## config.mk

```make
export PLATFORM = sky130hd
export DESIGN_NAME = differential_drive_mixer_core
export DESIGN_NICKNAME = d
export VERILOG_FILES = /design/src/rtl/ddm_pkg.sv /design/src/rtl/ddm_div_cell.sv /design/src/rtl/ddm_front.sv /design/src/rtl/differential_drive_mixer_core.sv
export SDC_FILE = /design/constraint.sdc
export NUM_CORES = 2
export LEC_CHECK = 0
export BUFFER_PORTS_ARGS = -buffer_cell sky130_fd_sc_hd__buf_2
export CAP_MARGIN = 10
export CORE_UTILIZATION = 25
export CTS_CLUSTER_DIAMETER = 80
export DETAILED_ROUTE_END_ITERATION = 10
export SYNTH_ARGS = -nofsm -noshare
export SYNTH_HDL_FRONTEND = slang
export SYNTH_SLANG_ARGS = --single-unit
```

## constraint.sdc

```tcl
create_clock -name clock -period 11.6 [get_ports clock]
set_input_delay 2.32 -clock clock [delete_from_list [all_inputs] [get_ports clock]]
set_output_delay 2.32 -clock clock [all_outputs]
set_load 0.005 [all_outputs]
```

## src/rtl/ddm_pkg.sv

```systemverilog
// types, constants and helper functions of the drive mixer
package ddm_pkg;

   localparam int REM_W     = 8;            // remainder, below the divisor
   localparam int DEN_W     = 9;            // divisor |sx|+|sy|, up to 256
   localparam int NUM_W     = 15;           // dividend m*|s|, up to 16384
   localparam int NUM_CELLS = NUM_W;        // one quotient bit per cell
   localparam int LATENCY   = NUM_CELLS + 4;

   localparam int MAG_W     = 14;           // |stick * percent|
   localparam int RECIP_W   = 13;
   localparam int RECIP_SH  = 19;
   localparam logic [RECIP_W-1:0] RECIP_100 = 13'd5243;  // ceil(2^19 / 100)

   localparam logic [6:0] YAW_RESET   = 7'd50;
   localparam logic [6:0] SPEED_RESET = 7'd100;

   localparam logic [0:0] CSR_YAW   = 1'b0;
   localparam logic [0:0] CSR_SPEED = 1'b1;

   typedef struct packed {
      logic [REM_W-1:0] rem;
      logic [NUM_W-1:0] nq;     // dividend bits shift out, quotient bits shift in
   } div_lane_type;

   typedef struct packed {
      logic             valid;
      div_lane_type     lane_x;
      div_lane_type     lane_y;
      logic [DEN_W-1:0] den;
      logic             neg_x;
      logic             neg_y;
   } div_word_type;

   // exact for n below 43690
   function automatic logic [7:0] div100(input logic [MAG_W-1:0] n);
      logic [MAG_W+RECIP_W-1:0] prod;
      prod = (MAG_W+RECIP_W)'(n) * (MAG_W+RECIP_W)'(RECIP_100);
      return prod[MAG_W+RECIP_W-1:RECIP_SH];
   endfunction

   function automatic logic signed [7:0] clamp8(input logic signed [9:0] v);
      logic signed [7:0] r;
      if (v > 10'sd127) begin
         r = 8'sd127;
      end else if (v < -10'sd128) begin
         r = -8'sd128;
      end else begin
         r = v[7:0];
      end
      return r;
   endfunction

   // one restoring division step
   function automatic div_lane_type div_step(input div_lane_type l,
                                             input logic [DEN_W-1:0] den);
      div_lane_type     r;
      logic [DEN_W-1:0] t;
      t = {l.rem, l.nq[NUM_W-1]};
      if (t >= den) begin
         r.rem = REM_W'(t - den);
         r.nq  = {l.nq[NUM_W-2:0], 1'b1};
      end else begin
         r.rem = t[REM_W-1:0];
         r.nq  = {l.nq[NUM_W-2:0], 1'b0};
      end
      return r;
   endfunction

endpackage

```

## src/rtl/ddm_div_cell.sv

```systemverilog
// one cell of the divider chain: one quotient bit for both lanes
module ddm_div_cell
   import ddm_pkg::*;
(
   input  logic         clock,
   input  logic         reset,
   input  div_word_type word_i,
   output div_word_type word_o
);

   logic         valid_ff;
   div_word_type data_ff;
   div_word_type data_in;

   always_comb begin
      data_in        = word_i;
      data_in.lane_x = div_step(word_i.lane_x, word_i.den);
      data_in.lane_y = div_step(word_i.lane_y, word_i.den);
   end

   always_ff @(posedge clock) begin
      if (reset) begin
         valid_ff <= 1'b0;
      end else begin
         valid_ff <= word_i.valid;
      end
      data_ff <= data_in;
   end

   always_comb begin
      word_o       = data_ff;
      word_o.valid = valid_ff;
   end

endmodule

```

## src/rtl/ddm_front.sv

```systemverilog
// scaling by the percent registers and set-up of the mixing division
module ddm_front
   import ddm_pkg::*;
(
   input  logic              clock,
   input  logic              reset,
   input  logic              take,
   input  logic signed [7:0] stick_x,
   input  logic signed [7:0] stick_y,
   input  logic [6:0]        yaw_percent,
   input  logic [6:0]        speed_percent,
   output div_word_type      word_o
);

   // stage 1: products
   logic [15:0]      px, py;
   logic             v1_ff;
   logic             nx1_ff, ny1_ff;
   logic [MAG_W-1:0] mx1_ff, my1_ff;

   assign px = {{8{stick_x[7]}}, stick_x} * {9'd0, yaw_percent};
   assign py = {{8{stick_y[7]}}, stick_y} * {9'd0, speed_percent};

   always_ff @(posedge clock) begin
      if (reset) begin
         v1_ff <= 1'b0;
      end else begin
         v1_ff <= take;
      end
      nx1_ff <= px[15];
      ny1_ff <= py[15];
      mx1_ff <= px[15] ? MAG_W'(-px) : px[MAG_W-1:0];
      my1_ff <= py[15] ? MAG_W'(-py) : py[MAG_W-1:0];
   end

   // stage 2: divide by 100, negate x, saturate
   logic signed [9:0] qx_ext, qy_ext;
   logic signed [7:0] sx_in, sy_in, sx_ff, sy_ff;
   logic              v2_ff;

   assign qx_ext = {2'b00, div100(mx1_ff)};
   assign qy_ext = {2'b00, div100(my1_ff)};
   assign sx_in  = clamp8(nx1_ff ? qx_ext : -qx_ext);
   assign sy_in  = clamp8(ny1_ff ? -qy_ext : qy_ext);

   always_ff @(posedge clock) begin
      if (reset) begin
         v2_ff <= 1'b0;
      end else begin
         v2_ff <= v1_ff;
      end
      sx_ff <= sx_in;
      sy_ff <= sy_in;
   end

   // stage 3: magnitudes, larger one and numerators
   logic [7:0]       ax, ay, mm;
   logic             zero_x;
   logic [15:0]      numx, numy;
   logic             v3_ff;
   div_word_type     w3_ff;
   div_word_type     w3_in;

   assign ax     = sx_ff[7] ? (~sx_ff + 8'd1) : sx_ff;
   assign ay     = sy_ff[7] ? (~sy_ff + 8'd1) : sy_ff;
   assign mm     = (ax > ay) ? ax : ay;
   assign zero_x = (sx_ff == 8'sd0);
   assign numx   = 16'(mm) * 16'(ax);
   assign numy   = 16'(mm) * 16'(ay);

   // zero x passes y through as y/1
   always_comb begin
      w3_in            = '0;
      w3_in.lane_x.rem = '0;
      w3_in.lane_y.rem = '0;
      w3_in.lane_x.nq  = zero_x ? '0 : numx[NUM_W-1:0];
      w3_in.lane_y.nq  = zero_x ? NUM_W'(ay) : numy[NUM_W-1:0];
      w3_in.den        = zero_x ? DEN_W'(1) : (DEN_W'(ax) + DEN_W'(ay));
      w3_in.neg_x      = sx_ff[7];
      w3_in.neg_y      = sy_ff[7];
   end

   always_ff @(posedge clock) begin
      if (reset) begin
         v3_ff <= 1'b0;
      end else begin
         v3_ff <= v2_ff;
      end
      w3_ff <= w3_in;
   end

   always_comb begin
      word_o       = w3_ff;
      word_o.valid = v3_ff;
   end

endmodule

```

## src/rtl/differential_drive_mixer_core.sv

```systemverilog
// strobe rises when a taken sample leaves the output register, behind the
// scaling stages and the divider cells; the word comes out with it.
// throughput: one sample per cycle out of reset; three scaling stages, fifteen
// divider cells (one quotient bit each) and an output register, all pipelined.
// busy follows reset, so nothing is taken while reset is high.
// reset clears all stage valids and loads yaw 50 and speed 100 percent.
module differential_drive_mixer_core
   import ddm_pkg::*;
(
   input  logic              clock,
   input  logic              reset,
   input  logic              start,
   output logic              busy,
   input  logic signed [7:0] req_stick_x,
   input  logic signed [7:0] req_stick_y,
   output logic              strobe,
   output logic signed [7:0] rsp_left_power,
   output logic signed [7:0] rsp_right_power,
   input  logic              csr_we,
   input  logic [0:0]        csr_index,
   input  logic [6:0]        csr_wdata
);

   logic [6:0] yaw_ff, speed_ff;

   always_ff @(posedge clock) begin
      if (reset) begin
         yaw_ff   <= YAW_RESET;
         speed_ff <= SPEED_RESET;
      end else if (csr_we) begin
         unique case (csr_index)
            CSR_YAW:   yaw_ff   <= csr_wdata;
            CSR_SPEED: speed_ff <= csr_wdata;
            default: ;
         endcase
      end
   end

   assign busy = reset;

   div_word_type chain [0:NUM_CELLS];

   ddm_front u_front (
      .clock        (clock),
      .reset        (reset),
      .take         (start && !busy),
      .stick_x      (req_stick_x),
      .stick_y      (req_stick_y),
      .yaw_percent  (yaw_ff),
      .speed_percent(speed_ff),
      .word_o       (chain[0])
   );

   for (genvar i = 0; i < NUM_CELLS; i++) begin : g_cell
      ddm_div_cell u_cell (
         .clock (clock),
         .reset (reset),
         .word_i(chain[i]),
         .word_o(chain[i+1])
      );
   end

   // sign the quotients, form the wheel powers
   logic signed [9:0] ox, oy;
   logic signed [7:0] left_in, right_in, left_ff, right_ff;
   logic              strobe_ff;

   assign ox = chain[NUM_CELLS].neg_x ? -{2'b00, chain[NUM_CELLS].lane_x.nq[7:0]}
                                      :  {2'b00, chain[NUM_CELLS].lane_x.nq[7:0]};
   assign oy = chain[NUM_CELLS].neg_y ? -{2'b00, chain[NUM_CELLS].lane_y.nq[7:0]}
                                      :  {2'b00, chain[NUM_CELLS].lane_y.nq[7:0]};
   assign left_in  = clamp8(oy + ox);
   assign right_in = clamp8(oy - ox);

   always_ff @(posedge clock) begin
      if (reset) begin
         strobe_ff <= 1'b0;
      end else begin
         strobe_ff <= chain[NUM_CELLS].valid;
      end
      left_ff  <= left_in;
      right_ff <= right_in;
   end

   assign strobe          = strobe_ff;
   assign rsp_left_power  = left_ff;
   assign rsp_right_power = right_ff;

endmodule

```

==> results.toml <==
[yosys]
synth_edf_count = 0
post-synth-top-area-cell = "sky130_fd_sc_hd__dfxtp_1"
yosys_warnings = 0
synth_commonest_cells = "798 x sky130_fd_sc_hd__dfxtp_1, 767 x sky130_fd_sc_hd__inv_1, 624 x sky130_fd_sc_hd__ha_1"
summed_instance_area_of_the_synthesized_netlist_um2 = 46230
synthCells = 4531
synthDistinctLibCells = 80
synth.avg_cell_area_um2 = 10.20
post-synth-top-area-fraction = 0.3455
yosys.cell_count.top_type = "sky130_fd_sc_hd__dfxtp_1"
yosysSeqAreaShare = 0.3455
mappedNetlistNets = 5500
postSynthRegisterBits = 798
synth_top_flop_cell = "sky130_fd_sc_hd__dfxtp_1"
async_reset_ff_frac = 0
synth_area_leaders = "sky130_fd_sc_hd__dfxtp_1 35%, sky130_fd_sc_hd__ha_1 17%, sky130_fd_sc_hd__fa_1 14%"

[global_route]
grt_first_pass_wirelength_mm = 151.1
grt.total_usage = 0.09774
antenna_found_initial = 1
global_route.overflow_total = 0
grt_start_max_net_pins = 35
first_global_vias = 31116

[floorplanning]
floorplan.rows = 157
dieHeight_um = 432.0
die_area_um2 = 186700
floorplan.core_area_um2 = 183500
floorplan.die.width_um = 432.0
initial_core_util = 0.2520
pin_count = 46

[clock_tree]
cts_root_buffer = "sky130_fd_sc_hd__clkbuf_16"
post_cts_resize_count = 0
clk_pin_slew_worst_paths_ps = 60
cts-root-to-sink-buffers = 3
h-tree-depth = 3
clk_latency_ps = 700
post_cts_buffers = 0
tritoncts_clock_tree = "yes"
numCtsBuffers = 83
count_of_hold_buffers_inserted_by_post_cts_repair = 0
cts.sinks = 798

[detailed_routing]
drc_markers = 0
drt_pass1_iterations = 5
antenna_left = 0
vias = 29488
drt_first_iter_violations = 1166
routedWlPerCell_um = 12.39
finalWirelength_mm = 88.93
detail_route.vias_per_cell = 4.110

[sta]
slew_violations = 0
finalClockSkew_ps = 44.72
worst_slew_pin_slew_ps = 1062
fmax_ghz = 0.1161
report.final.setup_viol = 0
final_min_period_over_clock_period = 0.7425
timing.slew.headroom = 0.2915
setup_tns_final_ps = 0
finalCriticalPeriod_ps = 8613
hold_violations = 0
grt_setup_unrepaired = "false"

[layout]
count_of_nets_after_finishing = 5609
fillCellCount = 19104
syn_to_final_growth_pct = 13.77
drive_gt1_frac = 0.08324

[setup_path]
arrival_time_at_the_worst_endpoint_ps = 9140
timing.rr.end = "u_front.word_o[47]"
critical-path-max-stage-delay_ps = 840
worst_path_max_delay_cell = "sky130_fd_sc_hd__o21bai_2"
cp_num_buf_inv = 6
crit_start = "u_front.sy_ff[0]"
path_delay_family = "adder cells"
critical_path.endpoint_type = "register"
worst-r2r-cell-count = 29
cp-start-kind = "register"
critPathMostFrequentCell = "sky130_fd_sc_hd__inv_1"
path_max_fanout = 29
critical_path_class = "register to register"
timing.rr.start = "u_front.sy_ff[0]"
ff2ff_setup_slack_ps = 2990
required_ps = 12130

[outcome]
outcome = "finished, final reports clean"

[hold_path]
hold_path_class = "register to register"
hold_end = "g_cell[2].u_cell.word_o[25]"
timing.hold.worst.start = "g_cell[1].u_cell.word_o[24]"
holdPathStages = 0

[run]
max-cap-violations = 0

[placement]
io_buffer_count = 45
gp_congestion = 0.8492
post_detail_place_hpwl_mm = 72.14
-- cell type report --
type                       instances  area (um^2)  area share
antenna                            2        5.005  0.00009515
clock buffer                     106         2303     0.04379
clock inverter                    48        780.7     0.01484
inverter                         774         2905     0.05524
multi-input combinational       2925        27220      0.5175
sequential                       798        15980      0.3037
tap                             2464         3083     0.05862
timing repair buffer              58        322.8    0.006137
-- per-layer routing --
metal | wire length, um | global-route usage | up-vias | part of all wire
met2 | 42510 | 0.1717 | 384 | 0.48
met4 | 1895 | 0.02552 | 2 | 0.021
li1 | - | - | 14996 | -
met3 | 3650 | 0.02004 | 120 | 0.041
met1 | 40870 | 0.1204 | 13986 | 0.46
met5 | 9 | 0 | - | 0.00010
-- per-stage QoR --
step	util	hold WS (ps)	cells	setup WS, ps	cell area [um^2]
global route	0.2866	304.3	7173	2224	52590
floorplan	-	309.6	4531	4538	46230
global placement	0.2698	310.0	7019	3366	49510
CTS	0.2866	285.9	7173	3061	52590
detailed placement	0.2698	312.1	7019	3122	49510
finish	0.2867	290.7	7175	2988	52600
-- flip-flops by register name, indices dropped and copies added, names as in the netlist, 8 cells and up --
| name | count |
|---|---|
| u_front.word_o | 41 |
| u_front.my1_ff | 14 |
| rsp_left_power | 8 |
| u_front.sx_ff | 8 |
| g_cell.u_cell.word_o | 662 |
| u_front.mx1_ff | 14 |
| u_front.sy_ff | 8 |
| g_cell.u_cell.valid_ff | 15 |
| rsp_right_power | 8 |
-- worst reg2reg max path, delay by kind of cell (launching register included) --
| family | cells | cell delay (ps) |
|---|---|---|
| AND/OR/NAND/NOR | 4 | 560 |
| flip-flops | 1 | 450 |
| adder cells (fa/ha/maj) | 7 | 3150 |
| buffers and inverters | 6 | 770 |
| XOR/XNOR | 1 | 680 |
| AO/OA/AOI/OAI | 11 | 2880 |
-- worst max-delay path by stage --
stage	end	slack, ps	cells after the start
4_1_cts	u_front.word_o[47]	3060	30
3_3_place_gp	u_front.word_o[47]	3370	29
6_report	u_front.word_o[47]	2990	29
5_1_grt	u_front.word_o[47]	2220	30
3_5_place_dp	u_front.word_o[47]	3120	30
2_1_floorplan	u_front.word_o[47]	4540	32
-- cell families after synthesis --
| group | synth area share |
|---|---|
| compound gates | 0.08750 |
| xor+xnor | 0.05018 |
| fa+ha+maj | 0.3061 |
| buf+inv | 0.06585 |
| flops | 0.3455 |
| mux | 0.05064 |
| simple gates | 0.09415 |
-- cells in the final DEF (no fill, tap or decap), types with 14 or more instances in the layout --
cell type / n
sky130_fd_sc_hd__dfxtp_1: 798
sky130_fd_sc_hd__o21a_1: 21
sky130_fd_sc_hd__fa_1: 317
sky130_fd_sc_hd__nor2_1: 261
sky130_fd_sc_hd__clkbuf_8: 14
sky130_fd_sc_hd__a21o_1: 96
sky130_fd_sc_hd__mux2i_1: 57
sky130_fd_sc_hd__a21oi_1: 175
sky130_fd_sc_hd__nand2b_1: 76
sky130_fd_sc_hd__nand2_1: 175
sky130_fd_sc_hd__nand3_1: 21
sky130_fd_sc_hd__and2_1: 95
sky130_fd_sc_hd__ha_1: 624
sky130_fd_sc_hd__nand4_1: 53
sky130_fd_sc_hd__mux2_2: 156
sky130_fd_sc_hd__o21bai_1: 40
sky130_fd_sc_hd__nor2b_1: 86
sky130_fd_sc_hd__inv_1: 767
sky130_fd_sc_hd__a21boi_0: 34
sky130_fd_sc_hd__buf_2: 45
sky130_fd_sc_hd__and3_1: 17
sky130_fd_sc_hd__o21ai_0: 150
sky130_fd_sc_hd__o21ai_1: 29
sky130_fd_sc_hd__xnor2_1: 163
sky130_fd_sc_hd__xor2_1: 100
sky130_fd_sc_hd__nor3_1: 30
sky130_fd_sc_hd__clkbuf_16: 83
Power is not shown: default switching activity piles up to over one toggle a cycle in this logic, so the estimate is an artifact.
